## config.mk

```make
export PLATFORM = sky130hd
export DESIGN_NAME = greedy_word_wrap_stream
export DESIGN_NICKNAME = d
export VERILOG_FILES = /design/src/hdl/ggw_pkg.sv /design/src/hdl/ggw_cell.sv /design/src/hdl/greedy_word_wrap_stream.sv
export SDC_FILE = /design/constraint.sdc
export NUM_CORES = 1
export LEC_CHECK = 0
export BUFFER_PORTS_ARGS = -buffer_cell sky130_fd_sc_hd__buf_2
export CELL_PAD_IN_SITES_DETAIL_PLACEMENT = 0
export CELL_PAD_IN_SITES_GLOBAL_PLACEMENT = 1
export CORE_ASPECT_RATIO = 2
export CORE_MARGIN = 5
export CORE_UTILIZATION = 30
export CTS_CLUSTER_SIZE = 8
export DETAILED_ROUTE_END_ITERATION = 8
export PLACE_DENSITY = 0.61
export SLEW_MARGIN = 10
export SYNTH_ARGS = -nofsm -noshare
export SYNTH_HDL_FRONTEND = slang
export SYNTH_SLANG_ARGS = --single-unit
```

## constraint.sdc

```tcl
create_clock -name clock -period 14 [get_ports clock]
set_clock_uncertainty 0.1 [all_clocks]
set_input_delay 2.1 -clock clock [delete_from_list [all_inputs] [get_ports clock]]
set_output_delay 2.1 -clock clock [all_outputs]
set_load 0.05 [all_outputs]
```

## src/hdl/ggw_pkg.sv

```systemverilog
// ----------------------------------------------------------------------------
// Greedy word wrap package
// Shared character type, character codes, register indexes and the control
// record that drives one cell of the word buffer chain.
// ----------------------------------------------------------------------------
`default_nettype none

package ggw_pkg;

   typedef logic [7:0] char_type;

   localparam char_type CHAR_SPACE = 8'd32;
   localparam char_type CHAR_TAB   = 8'd9;
   localparam char_type CHAR_NL    = 8'd10;

   localparam logic [7:0] COL_SAT = 8'd255;

   localparam int LINE_LIMIT_W = 7;
   localparam int TAB_WIDTH_W  = 4;
   localparam int CSR_DATA_W   = 7;

   localparam logic CSR_LINE_LIMIT = 1'b0;
   localparam logic CSR_TAB_WIDTH  = 1'b1;

   typedef struct packed {
      logic load;
      logic shift;
   } cell_ctrl_type;

endpackage

`default_nettype wire

```

## src/hdl/ggw_cell.sv

```systemverilog
// ----------------------------------------------------------------------------
// Word buffer cell
// Holds one character of the buffered word. It loads a new character when
// selected and takes its neighbor's character when the chain shifts out.
// ----------------------------------------------------------------------------
`default_nettype none

module ggw_cell (
   input  wire                    clock,
   input  ggw_pkg::cell_ctrl_type ctrl,
   input  ggw_pkg::char_type      load_data,
   input  ggw_pkg::char_type      next_data,
   output ggw_pkg::char_type      data_out
);
   import ggw_pkg::*;

   char_type data_ff;

   always_ff @(posedge clock) begin
      if (ctrl.shift) begin
         data_ff <= next_data;
      end else if (ctrl.load) begin
         data_ff <= load_data;
      end
   end

   assign data_out = data_ff;

endmodule

`default_nettype wire

```

## src/hdl/greedy_word_wrap_stream.sv

```systemverilog
// ----------------------------------------------------------------------------
// Greedy word wrap stream
// Buffers each word in a chain of character cells and releases it, with its
// delimiter, on a new line when it would overrun the configured width.
// ----------------------------------------------------------------------------
//   channel  direction  payload
//   req_     in         tdata = char_in
//   rsp_     out        tdata = char_out, tlast = last_of_run
//   csr_     in         index 0 line_limit, 1 tab_width
//
// A word character or a dropped delimiter is taken in the idle phase; a
// newline outside a word goes out through PH_POST_NL. A delimiter that
// ends a word holds req_tready low while an optional wrap newline, the
// word (shifted out of the cell chain through the output register, one
// character per cycle) and the delimiter go out. A stalled rsp_tready holds
// the chain in place. Reset is synchronous; the cell contents are not reset.
// ----------------------------------------------------------------------------
`default_nettype none

module greedy_word_wrap_stream #(
   parameter int WORD_MAX = 32
) (
   input  wire                       clock,
   input  wire                       reset,
   input  wire                       req_tvalid,
   output logic                      req_tready,
   input  ggw_pkg::char_type         req_tdata,    // [7:0] char_in
   output logic                      rsp_tvalid,
   input  wire                       rsp_tready,
   output ggw_pkg::char_type         rsp_tdata,    // [7:0] char_out
   output logic                      rsp_tlast,
   input  wire                       csr_we,
   input  wire                       csr_index,
   input  wire [ggw_pkg::CSR_DATA_W-1:0] csr_wdata
);
   import ggw_pkg::*;

   localparam int CNT_W = $clog2(WORD_MAX + 1);

   localparam logic [2:0] PH_IDLE    = 3'd0;
   localparam logic [2:0] PH_PRE_NL  = 3'd1;
   localparam logic [2:0] PH_WORD    = 3'd2;
   localparam logic [2:0] PH_DELIM   = 3'd3;
   localparam logic [2:0] PH_POST_NL = 3'd4;

   logic [2:0]             phase_ff, phase_in;
   char_type               delim_ff, delim_in;
   logic [CNT_W-1:0]       remain_ff, remain_in;
   logic [CNT_W-1:0]       count_ff, count_in;
   logic                   inside_ff, inside_in;
   logic [7:0]             column_ff, column_in;
   logic [LINE_LIMIT_W-1:0] line_limit_ff;
   logic [TAB_WIDTH_W-1:0] tab_width_ff;
   logic                   rsp_valid_ff, rsp_valid_in;
   char_type               rsp_data_ff, rsp_data_in;
   logic                   rsp_last_ff, rsp_last_in;

   logic          req_fire, out_free, is_delim, is_tab, is_nl;
   logic          emit, shift, write_en, wrap;
   logic [CNT_W-1:0] wr_idx;
   logic [8:0]    tab_sum, len, wrap_sum, new_sum;
   logic [7:0]    col_tab, col_base;
   char_type      cell_data [WORD_MAX];

   assign req_fire = req_tvalid && req_tready;
   assign out_free = !rsp_valid_ff || rsp_tready;
   assign is_tab   = (req_tdata == CHAR_TAB);
   assign is_nl    = (req_tdata == CHAR_NL);
   assign is_delim = (req_tdata == CHAR_SPACE) || is_tab || is_nl;

   assign tab_sum  = {1'b0, column_ff} + 9'(tab_width_ff);
   assign col_tab  = !is_tab ? column_ff :
                     (tab_sum > 9'(COL_SAT)) ? COL_SAT : tab_sum[7:0];
   assign len      = 9'(count_ff) + 9'd1;
   assign wrap_sum = {1'b0, col_tab} + len;
   assign wrap     = wrap_sum > 9'(line_limit_ff);
   assign col_base = wrap ? 8'd0 : col_tab;
   assign new_sum  = {1'b0, col_base} + len;

   assign write_en = req_fire && !is_delim &&
                     (!inside_ff || (count_ff < CNT_W'(WORD_MAX)));
   assign wr_idx   = inside_ff ? count_ff : '0;
   assign shift    = (phase_ff == PH_WORD) && out_free;

   genvar gi;
   generate
      for (gi = 0; gi < WORD_MAX; gi++) begin : g_cell
         cell_ctrl_type ctrl;
         char_type      next_data;
         assign ctrl.shift = shift;
         assign ctrl.load  = write_en && (wr_idx == CNT_W'(gi));
         if (gi == WORD_MAX - 1) begin : g_tail
            assign next_data = '0;
         end else begin : g_link
            assign next_data = cell_data[gi + 1];
         end
         ggw_cell u_cell (
            .clock     (clock),
            .ctrl      (ctrl),
            .load_data (req_tdata),
            .next_data (next_data),
            .data_out  (cell_data[gi])
         );
      end
   endgenerate

   always_comb begin
      phase_in    = phase_ff;
      delim_in    = delim_ff;
      remain_in   = remain_ff;
      count_in    = count_ff;
      inside_in   = inside_ff;
      column_in   = column_ff;
      emit        = 1'b0;
      rsp_data_in = rsp_data_ff;
      rsp_last_in = rsp_last_ff;

      case (phase_ff)
         PH_IDLE: begin
            if (req_fire) begin
               if (!is_delim) begin
                  inside_in = 1'b1;
                  if (write_en) begin
                     count_in = wr_idx + CNT_W'(1);
                  end
               end else if (inside_ff) begin
                  delim_in  = req_tdata;
                  remain_in = count_ff;
                  inside_in = 1'b0;
                  count_in  = '0;
                  if (is_nl) begin
                     column_in = 8'd0;
                  end else begin
                     column_in = (new_sum > 9'(COL_SAT)) ? COL_SAT : new_sum[7:0];
                  end
                  if (wrap) begin
                     phase_in = PH_PRE_NL;
                  end else if (count_ff != '0) begin
                     phase_in = PH_WORD;
                  end else begin
                     phase_in = PH_DELIM;
                  end
               end else if (is_nl) begin
                  column_in = 8'd0;
                  phase_in  = PH_POST_NL;
               end
            end
         end
         PH_PRE_NL: begin
            if (out_free) begin
               emit        = 1'b1;
               rsp_data_in = CHAR_NL;
               rsp_last_in = 1'b0;
               phase_in    = (remain_ff != '0) ? PH_WORD : PH_DELIM;
            end
         end
         PH_WORD: begin
            if (out_free) begin
               emit        = 1'b1;
               rsp_data_in = cell_data[0];
               rsp_last_in = 1'b0;
               remain_in   = remain_ff - CNT_W'(1);
               if (remain_ff == CNT_W'(1)) begin
                  phase_in = PH_DELIM;
               end
            end
         end
         PH_DELIM: begin
            if (out_free) begin
               emit        = 1'b1;
               rsp_data_in = delim_ff;
               rsp_last_in = (delim_ff != CHAR_NL);
               phase_in    = (delim_ff == CHAR_NL) ? PH_POST_NL : PH_IDLE;
            end
         end
         PH_POST_NL: begin
            if (out_free) begin
               emit        = 1'b1;
               rsp_data_in = CHAR_NL;
               rsp_last_in = 1'b1;
               phase_in    = PH_IDLE;
            end
         end
         default: begin
            phase_in = PH_IDLE;
         end
      endcase

      rsp_valid_in = emit ? 1'b1 : (rsp_tready ? 1'b0 : rsp_valid_ff);
   end

   always_ff @(posedge clock) begin
      if (reset) begin
         phase_ff      <= PH_IDLE;
         remain_ff     <= '0;
         count_ff      <= '0;
         inside_ff     <= 1'b0;
         column_ff     <= 8'd0;
         line_limit_ff <= LINE_LIMIT_W'(50);
         tab_width_ff  <= TAB_WIDTH_W'(4);
         rsp_valid_ff  <= 1'b0;
      end else begin
         phase_ff     <= phase_in;
         remain_ff    <= remain_in;
         count_ff     <= count_in;
         inside_ff    <= inside_in;
         column_ff    <= column_in;
         rsp_valid_ff <= rsp_valid_in;
         if (csr_we && (csr_index == CSR_LINE_LIMIT)) begin
            line_limit_ff <= csr_wdata[LINE_LIMIT_W-1:0];
         end
         if (csr_we && (csr_index == CSR_TAB_WIDTH)) begin
            tab_width_ff <= csr_wdata[TAB_WIDTH_W-1:0];
         end
      end
   end

   always_ff @(posedge clock) begin
      delim_ff    <= delim_in;
      rsp_data_ff <= rsp_data_in;
      rsp_last_ff <= rsp_last_in;
   end

   assign req_tready = (phase_ff == PH_IDLE);
   assign rsp_tvalid = rsp_valid_ff;
   assign rsp_tdata  = rsp_data_ff;
   assign rsp_tlast  = rsp_last_ff;

   a_count_bound: assert property (@(posedge clock) disable iff (reset)
      count_ff <= CNT_W'(WORD_MAX))
      else $error("word count beyond buffer depth");

   a_word_nonempty: assert property (@(posedge clock) disable iff (reset)
      inside_ff |-> (count_ff != '0))
      else $error("open word holds no characters");

   a_flush_remain: assert property (@(posedge clock) disable iff (reset)
      (phase_ff == PH_WORD) |-> (remain_ff != '0))
      else $error("word flush with nothing left");

   a_flush_starts: assert property (@(posedge clock) disable iff (reset)
      (req_fire && is_delim && inside_ff) |=> (phase_ff != PH_IDLE))
      else $error("ended word did not start a flush");

endmodule

`default_nettype wire
```

==> flow_summary.toml <==
[run_status]
status = "complete, no violations"

[clocking]
ctsHoldBuffers = 0
clk_pin_slew_ps = 50
cts_setup_buffers = 0
cts_resized = 0
cts-root-buf = "clkbuf_16"
cts.sinks = 309
clk_path_buf_depth = 3
cts.htree.levels = 2
worstSkewPairLatency_ps = 540
cts_tree = "done"
numCtsBuffers = 44

[timing]
period_needed_ps = 8430
hold_violations = 0
setup_viol = 0
worst-slew-pin-transition_ps = 1370
slew_viol_final = 0
tns_ps = 0
slew_headroom_pct = 8.51
fmax_ghz = 0.119
rsz0062_at_grt = "no"
finalCritPeriodShare_pct = 60.2

[finish]
finish.utilization_pct = 34.5
nNetsFinal = 1189
antennaDiodeCount = 0
final_common_cell = "edfxtp_1"
mostFrequentLayoutCells = "edfxtp_1 (265), a21o_1 (254), nor2_1 (69)"
drive_gt1_share_pct = 8.88
area_growth_pct = 14.0

[synthesis]
syn_inst = 1129
syn_area_um2 = 14100
ys_seq_area_share_pct = 62.6
ys.flop_type = "edfxtp_1"
syn_area_per_cell_um2 = 12.5
synth_cell_types = 70
ys_warn_count = 0
async_flop_share_pct = 0
ys_ff_latch = 309
synth_edf_count = 265
syn-num-nets = 1186

[global_routing]
grt_pass1_wl_mm = 52.3
antenna_found_initial = 0
grt_overflow = 0
track_usage_pct = 13.0
grt_max_degree = 261
grt_pass1_vias = 9204

[routing]
met2_length_mm = 18.5
drtAntennaViolNets = 0
dr_total_vias = 8892
dr.first_iter.drc_count = 557
via_per_inst = 4.98
wl_met3_mm = 1.19
m1WireLength_mm = 12.4
dr.max_layer_used = "met4"
wirelength_mm = 33.3
drc_errors = 0
wire_per_inst_um = 18.7
drtPass1Iterations = 5

[placed_design]
place.gp.congestion = 0.814
port-buffer-count = 31
hpwlAfterDp_mm = 23.1

[floorplan]
chipHeight_um = 317
core_area_um2 = 46700
die-area_um2 = 51700
start_util_pct = 30.2
die_w_um = 163
floorplan.rows = 112
io_pins = 32

[setup_path]
crit_path_max_incr_delay_ps = 750
ff2ff_setup_slack_ps = 6730
rr_endpoint = "column_ff[2]$_SDFFE_PP0P_"
r2r_start = "column_ff[0]$_SDFFE_PP0P_"
crit_path_top_delay_cell = "a211oi_1"
reg2regPathDepth = 30
endpoint = "column_ff[2]$_SDFFE_PP0P_"
crit_arrival_ps = 8790
cp_data_required_time_ps = 14360
cp-startpoint = "req_tdata[2]"
cp_max_fo = 10
path_class = "primary input to register"
endpoint_kind = "register"
start_kind = "primary input"

[power_and_ir_drop]
cellLeakagePower_nw = 6.77
power_density_nw_per_um2 = 129
ir_worst_vdd_mv = 0.0946

[hold_path]
worst_hold_path_type = "register to register"

[flow_run]
drv_cap = 0
==> cell type report <==
class                      instances  area (um^2)
tap                              627          785
sequential                       309         8840
multi-input combinational        703         4800
timing repair buffer              44          265
fill                            4586        30600
clock inverter                     1         16.3
clock buffer                      73         1260
inverter                          30          113
==> where the power goes <==
group / switching [mW] / total (mW) / internal, mW / leakage, nW
clock network: 0.386 / 0.993 / 0.607 / 0.612
logic: 0.0451 / 0.0785 / 0.0334 / 3.42
registers: 0.00406 / 1.01 / 1.00 / 2.75
==> metal layers <==
| layer | up-vias | global-route usage [%] |
|---|---|---|
| met2 | 180 | 24.8 |
| met5 | - | 0 |
| met1 | 4427 | 14.1 |
| li1 | 4214 | - |
| met4 | 0 | 5.51 |
| met3 | 71 | 1.70 |
==> through the flow <==
step / total power [mW] / hold slack (ps) / setup WS, ps / cell area [um^2] / instances
after floorplan: 1.08 / 340 / 6660 / 14100 / 1129
after global placement: 1.11 / 371 / 5180 / 14800 / 1713
after detailed placement: 1.11 / 369 / 5030 / 14800 / 1713
after CTS: 2.11 / 377 / 5590 / 16100 / 1787
after global routing: 2.16 / 409 / 5000 / 16100 / 1787
final: 2.08 / 372 / 5570 / 16100 / 1787
==> registers in the layout (all words and copies together), names as in the netlist <==
name                    cells
rsp_tvalid                  1
line_limit_ff               7
rsp_tdata                   8
remain_ff                   6
phase_ff                    3
delim_ff                    8
tab_width_ff                4
rsp_tlast                   1
count_ff                    6
column_ff                   8
g_cell.u_cell.data_out    256
inside_ff                   1
==> kinds of logic (layout without fill, tap and decap cells) <==
kind of cell	after synthesis	in the layout	share of synthesized area, %
AOI/OAI and AO/OA	410	410	20.6
DFF	309	309	62.6
and+or+nand+nor	232	232	8.32
buffers and inverters	117	148	3.39
adders and majority gates	36	36	3.35
muxes	14	14	1.00
xor gates and xnor gates	11	11	0.683
==> synth_stat cells, types with 5 or more instances <==
cell	instances	area share, %
a211o_1	6	0.37
a211oi_1	6	0.32
a21o_1	254	14
a21oi_1	34	1.2
a22oi_1	8	0.43
a31oi_1	6	0.27
and2_1	5	0.22
buf_1	12	0.32
buf_2	25	0.89
clkbuf_1	48	1.3
dfxtp_1	44	6.2
edfxtp_1	265	56
ha_1	33	2.9
inv_1	29	0.77
mux2i_1	13	0.92
nand2_1	62	1.6
nand2b_1	7	0.31
nand3_1	21	0.74
nand4_1	6	0.27
nor2_1	70	1.9
nor2b_1	17	0.75
nor3_1	9	0.32
o211ai_1	7	0.37
o21a_1	9	0.48
o21ai_0	33	1.2
o21ai_1	17	0.60
o22ai_1	5	0.22
o31ai_1	5	0.27
xnor2_1	9	0.56
==> critical path, delay by kind of cell <==
| family | cells | cell delay [ps] |
|---|---|---|
| fa+ha+maj | 5 | 1270 |
| simple gates | 7 | 1940 |
| buf+inv | 4 | 310 |
| compound gates | 12 | 3060 |
| xor+xnor | 1 | 80 |
==> worst min-delay path by stage <==
stage                            startpoint                            to  slack, ps  cells after the start
6_report       tab_width_ff[3]$_SDFFE_PP0P_  tab_width_ff[3]$_SDFFE_PP0P_        370                      2
5_1_grt        tab_width_ff[3]$_SDFFE_PP0P_  tab_width_ff[3]$_SDFFE_PP0P_        410                      2
4_1_cts        tab_width_ff[3]$_SDFFE_PP0P_  tab_width_ff[3]$_SDFFE_PP0P_        380                      2
3_5_place_dp   tab_width_ff[3]$_SDFFE_PP0P_  tab_width_ff[3]$_SDFFE_PP0P_        370                      2
3_3_place_gp   tab_width_ff[3]$_SDFFE_PP0P_  tab_width_ff[3]$_SDFFE_PP0P_        370                      2
2_1_floorplan  tab_width_ff[2]$_SDFFE_PP1P_  tab_width_ff[2]$_SDFFE_PP1P_        340                      1
No activity file was read; power rests on OpenSTA's default activity.
